**config.mk**
```make
export PLATFORM = sky130hd
export DESIGN_NAME = led_strip_split_frame_renderer_unit
export DESIGN_NICKNAME = d
export VERILOG_FILES = /design/src/rtl/lssfr_pkg.sv /design/src/rtl/lssfr_ctrl.sv /design/src/rtl/lssfr_dp.sv /design/src/rtl/led_strip_split_frame_renderer_unit.sv
export SDC_FILE = /design/constraint.sdc
export NUM_CORES = 1
export LEC_CHECK = 0
export CAP_MARGIN = 0
export CORE_AREA = 8 8 294 296
export DETAILED_ROUTE_END_ITERATION = 10
export DIE_AREA = 0 0 302 304
export DONT_BUFFER_PORTS = 1
export GPL_TIMING_DRIVEN = 0
export PLACE_DENSITY = 0.43
export SYNTH_ARGS = -nofsm -noshare
export SYNTH_HDL_FRONTEND = slang
export SYNTH_SLANG_ARGS = --single-unit
```
**constraint.sdc**
```tcl
create_clock -name clk -period 9.9 [get_ports clk]
set_clock_uncertainty 0.15 [all_clocks]
set_input_delay 1.485 -clock clk [delete_from_list [all_inputs] [get_ports clk]]
set_output_delay 1.485 -clock clk [all_outputs]
set_load 0.02 [all_outputs]
```
**src/rtl/lssfr_pkg.sv**
```systemverilog
// shared types and constants for the led strip split frame renderer
`default_nettype none

package lssfr_pkg;

  // fixed widths of the datapath
  localparam int IDX_W   = 6;   // pixel index
  localparam int POS_W   = 15;  // boundary position, Q7.8
  localparam int RN_W    = 14;  // ratio times led count
  localparam int CLR_W   = 24;  // packed color
  localparam int SF_W    = 9;   // smooth factor
  localparam int PER_W   = 16;  // blink period
  localparam int MS_W    = 32;  // timestamp
  localparam int CIDX_W  = 2;   // config register index

  // frame phase codes
  localparam logic [2:0] PH_WAIT = 3'd0;
  localparam logic [2:0] PH_PLAY = 3'd1;
  localparam logic [2:0] PH_WIN0 = 3'd2;
  localparam logic [2:0] PH_WIN1 = 3'd3;
  localparam logic [2:0] PH_TIE  = 3'd4;

  // config register indexes
  localparam logic [CIDX_W-1:0] CFG_TEAM0  = 2'd0;
  localparam logic [CIDX_W-1:0] CFG_TEAM1  = 2'd1;
  localparam logic [CIDX_W-1:0] CFG_SMOOTH = 2'd2;
  localparam logic [CIDX_W-1:0] CFG_BLINK  = 2'd3;

  // config reset values
  localparam logic [CLR_W-1:0] TEAM0_RST  = 24'h0000FF;
  localparam logic [CLR_W-1:0] TEAM1_RST  = 24'hFF8000;
  localparam logic [SF_W-1:0]  SMOOTH_RST = 9'd15;
  localparam logic [PER_W-1:0] BLINK_RST  = 16'd500;

  // waiting dim factor, c*61/256
  localparam logic [7:0] DIM_MUL = 8'd61;

  typedef enum logic [2:0] {
    ST_IDLE,
    ST_TGT_MUL,
    ST_TGT_DIV,
    ST_TGT_FIX,
    ST_STEP,
    ST_POS,
    ST_BLINK,
    ST_EMIT
  } state_t;

  // commands from controller to datapath
  typedef struct packed {
    logic ld_in;
    logic tgt_mul;
    logic tgt_div;
    logic tgt_fix;
    logic step_mul;
    logic pos_upd;
    logic blink_upd;
    logic px_load;
  } cmd_t;

  // status from datapath to controller
  typedef struct packed {
    logic out_free;
    logic px_last;
  } sts_t;

  // dim one color component
  function automatic logic [7:0] dim8(input logic [7:0] c);
    logic [15:0] prod;
    prod = {8'd0, c} * {8'd0, DIM_MUL};
    return prod[15:8];
  endfunction

  // dim a packed color
  function automatic logic [CLR_W-1:0] dim_rgb(input logic [CLR_W-1:0] rgb);
    return {dim8(rgb[23:16]), dim8(rgb[15:8]), dim8(rgb[7:0])};
  endfunction

endpackage

`default_nettype wire

```
**src/rtl/lssfr_ctrl.sv**
```systemverilog
// frame sequencer state machine for the split frame renderer
`default_nettype none

module lssfr_ctrl (
  input  wire logic          clk,
  input  wire logic          rst_n,
  input  wire logic          in_valid,
  input  wire logic [2:0]    in_phase,
  input  wire lssfr_pkg::sts_t sts,
  output lssfr_pkg::cmd_t    cmd,
  output logic               in_ready
);
  import lssfr_pkg::*;

  state_t state_r, state_nxt;

  // state register
  always_ff @(posedge clk) begin
    if (!rst_n) begin
      state_r <= ST_IDLE;
    end else begin
      state_r <= state_nxt;
    end
  end

  // next state
  always_comb begin
    state_nxt = state_r;
    case (state_r)
      ST_IDLE: begin
        if (in_valid) begin
          if (in_phase == PH_PLAY) begin
            state_nxt = ST_TGT_MUL;
          end else if (in_phase == PH_WIN0 || in_phase == PH_WIN1 ||
                       in_phase == PH_TIE) begin
            state_nxt = ST_BLINK;
          end else begin
            state_nxt = ST_EMIT;
          end
        end
      end
      ST_TGT_MUL: state_nxt = ST_TGT_DIV;
      ST_TGT_DIV: state_nxt = ST_TGT_FIX;
      ST_TGT_FIX: state_nxt = ST_STEP;
      ST_STEP:    state_nxt = ST_POS;
      ST_POS:     state_nxt = ST_EMIT;
      ST_BLINK:   state_nxt = ST_EMIT;
      ST_EMIT: begin
        if (sts.out_free && sts.px_last) begin
          state_nxt = ST_IDLE;
        end
      end
      default:    state_nxt = ST_IDLE;
    endcase
  end

  // command outputs
  always_comb begin
    cmd      = '0;
    in_ready = 1'b0;
    case (state_r)
      ST_IDLE: begin
        in_ready   = 1'b1;
        cmd.ld_in  = in_valid;
      end
      ST_TGT_MUL: cmd.tgt_mul   = 1'b1;
      ST_TGT_DIV: cmd.tgt_div   = 1'b1;
      ST_TGT_FIX: cmd.tgt_fix   = 1'b1;
      ST_STEP:    cmd.step_mul  = 1'b1;
      ST_POS:     cmd.pos_upd   = 1'b1;
      ST_BLINK:   cmd.blink_upd = 1'b1;
      ST_EMIT:    cmd.px_load   = sts.out_free;
      default: begin
        cmd      = '0;
        in_ready = 1'b0;
      end
    endcase
  end

endmodule

`default_nettype wire

```
**src/rtl/lssfr_dp.sv**
```systemverilog
// datapath: config registers, boundary glide, blink timer, pixel output register
`default_nettype none

module lssfr_dp #(
  parameter int LED_COUNT = 32
) (
  input  wire logic                          clk,
  input  wire logic                          rst_n,
  input  wire lssfr_pkg::cmd_t               cmd,
  output lssfr_pkg::sts_t                    sts,
  input  wire logic                          cfg_we,
  input  wire logic [lssfr_pkg::CIDX_W-1:0]  cfg_index,
  input  wire logic [lssfr_pkg::CLR_W-1:0]   cfg_wdata,
  input  wire logic [7:0]                    in_ratio,
  input  wire logic [2:0]                    in_phase,
  input  wire logic [lssfr_pkg::MS_W-1:0]    in_now_ms,
  input  wire logic [7:0]                    in_spark_level,
  output logic                               out_valid,
  input  wire logic                          out_ready,
  output logic [lssfr_pkg::IDX_W-1:0]        out_pixel_index,
  output logic [7:0]                         out_red,
  output logic [7:0]                         out_green,
  output logic [7:0]                         out_blue,
  output logic                               out_last_pixel
);
  import lssfr_pkg::*;

  localparam int FULL = LED_COUNT * 256;
  localparam logic [POS_W-1:0] POS_FULL = POS_W'(FULL);
  localparam logic [POS_W-1:0] POS_MID  = POS_W'(LED_COUNT * 128);
  localparam logic [POS_W-1:0] POS_END  = POS_W'(FULL - 384);
  localparam logic [IDX_W-1:0] IDX_LAST = IDX_W'(LED_COUNT - 1);
  localparam logic [IDX_W-1:0] IDX_HALF = IDX_W'(LED_COUNT / 2);

  // config registers
  logic [CLR_W-1:0] team0_r, team1_r;
  logic [SF_W-1:0]  smooth_r;
  logic [PER_W-1:0] period_r;

  always_ff @(posedge clk) begin
    if (!rst_n) begin
      team0_r  <= TEAM0_RST;
      team1_r  <= TEAM1_RST;
      smooth_r <= SMOOTH_RST;
      period_r <= BLINK_RST;
    end else if (cfg_we) begin
      case (cfg_index)
        CFG_TEAM0:  team0_r  <= cfg_wdata;
        CFG_TEAM1:  team1_r  <= cfg_wdata;
        CFG_SMOOTH: smooth_r <= cfg_wdata[SF_W-1:0];
        CFG_BLINK:  period_r <= cfg_wdata[PER_W-1:0];
        default: ;
      endcase
    end
  end

  // captured frame request
  logic [7:0]      ratio_r, spark_r;
  logic [2:0]      phase_r;
  logic [MS_W-1:0] now_r;

  always_ff @(posedge clk) begin
    if (cmd.ld_in) begin
      ratio_r <= in_ratio;
      phase_r <= in_phase;
      now_r   <= in_now_ms;
      spark_r <= in_spark_level;
    end
  end

  // target = round(ratio*N*256/255), by reciprocal 257/65536 and one correction
  logic [RN_W-1:0]  rn_r;
  logic [21:0]      x_val;
  logic [30:0]      x_mul;
  logic [POS_W-1:0] q0_r, tgt_r, tgt_nxt;
  logic [22:0]      q0_255, rem;

  assign x_val  = {rn_r, 8'd127};
  assign x_mul  = 31'({x_val, 8'd0}) + 31'(x_val);
  assign q0_255 = 23'({q0_r, 8'd0}) - 23'(q0_r);
  assign rem    = 23'(x_val) - q0_255;
  assign tgt_nxt = (rem >= 23'd255) ? q0_r + POS_W'(1) : q0_r;

  always_ff @(posedge clk) begin
    if (cmd.tgt_mul) begin
      rn_r <= RN_W'(ratio_r * LED_COUNT);
    end
    if (cmd.tgt_div) begin
      q0_r <= x_mul[30:16];
    end
    if (cmd.tgt_fix) begin
      tgt_r <= tgt_nxt;
    end
  end

  // glide step, magnitude times factor rounded half away from zero
  logic [POS_W-1:0] pos_r, pos_nxt;
  logic [POS_W:0]   diff;
  logic [POS_W:0]   diff_abs;
  logic [SF_W-1:0]  sf_eff;
  logic [23:0]      step_prod;
  logic [POS_W-1:0] q_r;
  logic             neg_r;
  logic [POS_W+1:0] pos_sum;

  assign diff      = {1'b0, tgt_r} - {1'b0, pos_r};
  assign diff_abs  = diff[POS_W] ? (~diff + (POS_W+1)'(1)) : diff;
  assign sf_eff    = smooth_r[SF_W-1] ? 9'd256 : smooth_r;
  assign step_prod = 24'(diff_abs[POS_W-1:0]) * 24'(sf_eff) + 24'd128;

  always_ff @(posedge clk) begin
    if (cmd.step_mul) begin
      q_r   <= step_prod[22:8];
      neg_r <= diff[POS_W];
    end
  end

  // boundary update with clamp to the strip
  always_comb begin
    if (neg_r) begin
      pos_sum = {2'b00, pos_r} - {2'b00, q_r};
    end else begin
      pos_sum = {2'b00, pos_r} + {2'b00, q_r};
    end
    if (pos_sum[POS_W+1]) begin
      pos_nxt = '0;
    end else if (pos_sum > {2'b00, POS_FULL}) begin
      pos_nxt = POS_FULL;
    end else begin
      pos_nxt = pos_sum[POS_W-1:0];
    end
  end

  always_ff @(posedge clk) begin
    if (!rst_n) begin
      pos_r <= POS_MID;
    end else if (cmd.pos_upd) begin
      pos_r <= pos_nxt;
    end
  end

  // blink timer
  logic            blink_r;
  logic [MS_W-1:0] blink_stamp_r;
  logic [MS_W-1:0] elapsed;

  assign elapsed = now_r - blink_stamp_r;

  always_ff @(posedge clk) begin
    if (!rst_n) begin
      blink_r       <= 1'b1;
      blink_stamp_r <= '0;
    end else if (cmd.blink_upd && elapsed >= MS_W'(period_r)) begin
      blink_r       <= ~blink_r;
      blink_stamp_r <= now_r;
    end
  end

  // color of the pixel at the counter
  logic [IDX_W-1:0] px_cnt_r;
  logic [POS_W:0]   px_pos, pos_ext;
  logic             near_start, at_end;
  logic [CLR_W-1:0] grey, px_color;

  assign px_pos     = (POS_W+1)'({px_cnt_r, 8'd0});
  assign pos_ext    = {1'b0, pos_r};
  assign near_start = pos_r < POS_W'(128);
  assign at_end     = pos_r > POS_END;
  assign grey       = {spark_r, spark_r, spark_r};

  always_comb begin
    case (phase_r)
      PH_PLAY: begin
        if (px_pos + (POS_W+1)'(128) < pos_ext) begin
          px_color = team0_r;
        end else if (px_pos > pos_ext + (POS_W+1)'(128)) begin
          px_color = team1_r;
        end else if (near_start) begin
          px_color = team1_r;
        end else if (at_end) begin
          px_color = team0_r;
        end else begin
          px_color = grey;
        end
      end
      PH_WIN0: px_color = blink_r ? team0_r : '0;
      PH_WIN1: px_color = blink_r ? team1_r : '0;
      PH_TIE:  px_color = blink_r ? team0_r : team1_r;
      default: px_color = dim_rgb((px_cnt_r < IDX_HALF) ? team0_r : team1_r);
    endcase
  end

  // pixel counter
  always_ff @(posedge clk) begin
    if (cmd.ld_in) begin
      px_cnt_r <= '0;
    end else if (cmd.px_load) begin
      px_cnt_r <= px_cnt_r + IDX_W'(1);
    end
  end

  // output word register
  logic             out_valid_r;
  logic [IDX_W-1:0] out_idx_r;
  logic [CLR_W-1:0] out_rgb_r;
  logic             out_last_r;

  always_ff @(posedge clk) begin
    if (!rst_n) begin
      out_valid_r <= 1'b0;
    end else if (cmd.px_load) begin
      out_valid_r <= 1'b1;
    end else if (out_ready) begin
      out_valid_r <= 1'b0;
    end
  end

  always_ff @(posedge clk) begin
    if (cmd.px_load) begin
      out_idx_r  <= px_cnt_r;
      out_rgb_r  <= px_color;
      out_last_r <= (px_cnt_r == IDX_LAST);
    end
  end

  assign sts.out_free = !out_valid_r || out_ready;
  assign sts.px_last  = (px_cnt_r == IDX_LAST);

  assign out_valid       = out_valid_r;
  assign out_pixel_index = out_idx_r;
  assign out_red         = out_rgb_r[23:16];
  assign out_green       = out_rgb_r[15:8];
  assign out_blue        = out_rgb_r[7:0];
  assign out_last_pixel  = out_last_r;

endmodule

`default_nettype wire

```
**src/rtl/led_strip_split_frame_renderer_unit.sv**
```systemverilog
// top level of the led strip split frame renderer
//
// Takes one frame request per input word (ratio, phase, now_ms, spark_level)
// and answers with LED_COUNT output words, one color per LED from index 0
// upward; the last word carries out_last_pixel. Both channels use
// valid/ready. Config registers (team colors, smooth factor, blink period)
// are written through cfg_we/cfg_index/cfg_wdata.
//
// The playing phase runs target multiply, reciprocal divide by 255,
// correction, glide multiply and boundary clamp before pixel load; win and
// tie phases run the blink timer update first; other phases load directly.
// Pixels then leave at one per cycle through the single output register
// while out_ready is high; in_ready is high only between frames, while the
// final pixel may still sit in the output register. A stall on out_ready
// holds the output word and pauses the pixel counter. Reset (rst_n low,
// synchronous) restores config defaults, centers the boundary, sets the
// blink on and clears the blink timestamp. Config registers are to be
// written only while the block is idle; the block does not enforce this.
`default_nettype none

module led_strip_split_frame_renderer_unit #(
  parameter int LED_COUNT = 32
) (
  input  wire logic                          clk,
  input  wire logic                          rst_n,
  input  wire logic                          in_valid,
  output logic                               in_ready,
  input  wire logic [7:0]                    in_ratio,
  input  wire logic [2:0]                    in_phase,
  input  wire logic [lssfr_pkg::MS_W-1:0]    in_now_ms,
  input  wire logic [7:0]                    in_spark_level,
  output logic                               out_valid,
  input  wire logic                          out_ready,
  output logic [lssfr_pkg::IDX_W-1:0]        out_pixel_index,
  output logic [7:0]                         out_red,
  output logic [7:0]                         out_green,
  output logic [7:0]                         out_blue,
  output logic                               out_last_pixel,
  input  wire logic                          cfg_we,
  input  wire logic [lssfr_pkg::CIDX_W-1:0]  cfg_index,
  input  wire logic [lssfr_pkg::CLR_W-1:0]   cfg_wdata
);
  import lssfr_pkg::*;

  cmd_t cmd;
  sts_t sts;

  // sequencer
  lssfr_ctrl u_ctrl (
    .clk      (clk),
    .rst_n    (rst_n),
    .in_valid (in_valid),
    .in_phase (in_phase),
    .sts      (sts),
    .cmd      (cmd),
    .in_ready (in_ready)
  );

  // datapath
  lssfr_dp #(
    .LED_COUNT (LED_COUNT)
  ) u_dp (
    .clk             (clk),
    .rst_n           (rst_n),
    .cmd             (cmd),
    .sts             (sts),
    .cfg_we          (cfg_we),
    .cfg_index       (cfg_index),
    .cfg_wdata       (cfg_wdata),
    .in_ratio        (in_ratio),
    .in_phase        (in_phase),
    .in_now_ms       (in_now_ms),
    .in_spark_level  (in_spark_level),
    .out_valid       (out_valid),
    .out_ready       (out_ready),
    .out_pixel_index (out_pixel_index),
    .out_red         (out_red),
    .out_green       (out_green),
    .out_blue        (out_blue),
    .out_last_pixel  (out_last_pixel)
  );

  // one frame at a time: a request is never taken back to back
  a_one_frame: assert property (@(posedge clk) disable iff (!rst_n)
    in_valid && in_ready |=> !in_ready)
    else $error("request accepted while a frame is in progress");

  // a new frame starts only after every earlier pixel but the last has gone
  a_frame_done: assert property (@(posedge clk) disable iff (!rst_n)
    in_valid && in_ready |-> !(out_valid && !out_last_pixel))
    else $error("new frame accepted with pixels still pending");

  // the last flag marks the final led
  a_last_index: assert property (@(posedge clk) disable iff (!rst_n)
    out_valid && out_last_pixel |-> out_pixel_index == IDX_W'(LED_COUNT - 1))
    else $error("last pixel flag on wrong index");

endmodule

`default_nettype wire
```
==> impl_metrics.ini <==
[critical_path]
start_kind = flop
crit_start = u_dp.pos_r[6]
critPathBufInv = 5
rr_startpoint = u_dp.pos_r[6]
crit_family = adder cells
required_ps = 10020
timing.critical_path.to_type = flop
crit_top_cell = fa_1
slowest_delay_ps = 760
crit_path_top_delay_cell = xor2_1
arrival_ps = 9230
crit_fanout = 10
critical_path_class = flop to flop

[synth]
ys_seq_area_share_pct = 27.57
syn_nets = 3207
netlist_instances = 2706
synth_ff_type = edfxtp_1
netlist_area_um2 = 24210
synth_enable_flop_cells = 135
ys_types = 97
postSynthAreaPerCell_um2 = 8.948
yosys_register_bits = 266
yosys_warnings = 0
async_flop_share_pct = 0

[route]
drt_iter0_drc = 1118
ant_nets = 0
vias_per_cell = 4.992
dr.pass1.iters = 6
num_vias = 19190
drc = 0
routedWlPerCell_um = 18.87
drt-total-wl_um = 72520

[global_routing]
grt_overflow = 0
grt_pass1_wl_um = 113500
grt_pass1_vias = 19590
grt_util_all_layers_pct = 15.49
grt_start_max_net_pins = 36
antenna_found_initial = 1

[pwr]
leakage_nw = 11.15
finalPower_mw = 8.441
vdd_drop_max_v = 0.0004036
p_per_area_nw_per_um2 = 314.4

[timing]
hold_violations = 0
setup_violations = 0
drv_slew = 0
tns_ps = 0
slew_headroom_pct = 15.67
whs_ps = 269.3
tightest_slew_ps = 1252
fin_crit_sh_pct = 92.03
fmax_ghz = 0.1098
period_minus_slack_ps = 9111
rsz0062_at_grt = no

[die]
dieArea_um2 = 91810
ios = 115
chipHeight_um = 304
die_w_um = 302
rows = 105
coreArea_um2 = 81580
start_util_pct = 29.68

[finish]
final_util_pct = 32.90
final_common_cell = nand2_1
layout-drive-gt1-share_pct = 4.470
nNetsFinal = 3249
area_growth_pct = 10.86
n_antenna_cell = 0
mostFrequentLayoutCells = nand2_1, inv_1, ha_1
final_area_um2 = 26840
n_fill_cell = 8491

[cts]
clk_latency_ps = 550
clkSinkCount = 266
cts_tree = yes
cts_buffers = 34
htree_levels = 2
clockRootBuffer = clkbuf_16
path_clk_slew_ps = 60
clockBufferDepth = 3
cts_setup_buffers = 0

[place]
port_buffers = 0
place_congestion = 0.8854
place_area_um2 = 25660
dpl.hpwl_um = 58460

[worst_hold_path]
holdCritPathClass = flop to flop
min_from = u_dp.ratio_r[4]

[run]
drv_cap = 0

[run_status]
status = finished, final reports clean
[timing repair]
action	4_1_cts	5_1_grt
resized for setup	0	2
endpoints found under the hold margin	0	0
setup endpoints to repair	0	1
hold buffers	0	0
[Yosys cell counts (31+ instances only)]
master | instances | share of area (%)
nand2_1 | 397 | 6.2
xor2_1 | 36 | 1.3
o211ai_1 | 57 | 1.8
clkbuf_1 | 81 | 1.3
nand3_1 | 38 | 0.79
xnor2_1 | 87 | 3.1
fa_1 | 148 | 12
ha_1 | 271 | 14
nor2b_1 | 31 | 0.80
dfxtp_1 | 131 | 11
a21o_1 | 32 | 0.99
nand2b_1 | 32 | 0.83
and2_1 | 46 | 1.2
a21oi_1 | 101 | 2.1
edfxtp_1 | 135 | 17
o21ai_0 | 132 | 2.7
inv_1 | 301 | 4.7
nor3_1 | 31 | 0.64
nor2_1 | 173 | 2.7
mux2i_1 | 43 | 1.8
a21boi_0 | 48 | 1.5
[worst paths after layout]
kind | endpoint | slack [ps] | depth (start not counted)
max | u_dp.q_r[14] | 790 | 30
min | u_dp.rn_r[9] | 270 | 0
max reg2reg | u_dp.q_r[14] | 790 | 30
min reg2reg | u_dp.rn_r[9] | 270 | 0
[state kept, by name, summed over array words and instances (netlist names), 14 cells and up]
name / count
u_dp.pos_r: 15
u_dp.blink_stamp_r: 32
u_dp.q_r: 15
u_dp.tgt_r: 15
u_dp.q0_r: 14
u_dp.now_r: 32
u_dp.out_rgb_r: 24
u_dp.team0_r: 24
u_dp.team1_r: 24
u_dp.period_r: 16
[area by class of cell]
type | instances | area, um^2 | share of cell area (%)
multi-input combinational | 2044 | 16050 | 59.80
buffer | 94 | 390.4 | 1.454
inverter | 302 | 1134 | 4.223
sequential | 266 | 6676 | 24.87
clock inverter | 18 | 219.0 | 0.8157
timing repair buffer | 6 | 81.33 | 0.3030
clock buffer | 44 | 952.2 | 3.547
tap | 1070 | 1339 | 4.987
[layer usage]
layer | part of all wire [%] | GRT usage, %
met5 | 0.018 | 0
met4 | 1.9 | 3.067
met3 | 5.4 | 3.356
met2 | 47 | 26.04
met1 | 46 | 20.36
[report_power, final]
| part | leakage (nW) | switching [mW] | internal [mW] | total (mW) |
|---|---|---|---|---|
| registers | 2.32 | 0.128 | 1.55 | 1.68 |
| clock network | 0.570 | 0.506 | 0.792 | 1.30 |
| logic | 8.26 | 3.22 | 2.24 | 5.47 |
| total | 11.2 | 3.86 | 4.58 | 8.44 |
[worst register-to-register path: cells and delay by family, from the launching register on]
kind / cells / cell delay, ps
AND/OR/NAND/NOR: 9 / 1970
adder cells (fa/ha/maj): 7 / 3260
buffers and inverters: 5 / 510
XOR/XNOR: 2 / 880
flip-flops: 1 / 460
AO/OA/AOI/OAI: 7 / 1610
[kinds of logic (layout without fill, tap and decap cells)]
kind of cell,after synthesis,after routing,synth area share (%)
simple gates,863,863,16.65
compound gates,588,588,16.66
fa+ha+maj,419,419,26.24
buf+inv,396,464,6.273
flops,266,266,27.57
xor+xnor,123,123,4.449
mux,51,51,2.149
[per-stage QoR]
step	std cells	worst slack, ps
floorplan	2706	2212
global route	3844	136.7
CTS	3844	557.6
finish	3844	789.3
detailed placement	3782	588.1
global placement	3776	683.8
Note: power is estimated with default switching activity, not from simulation.
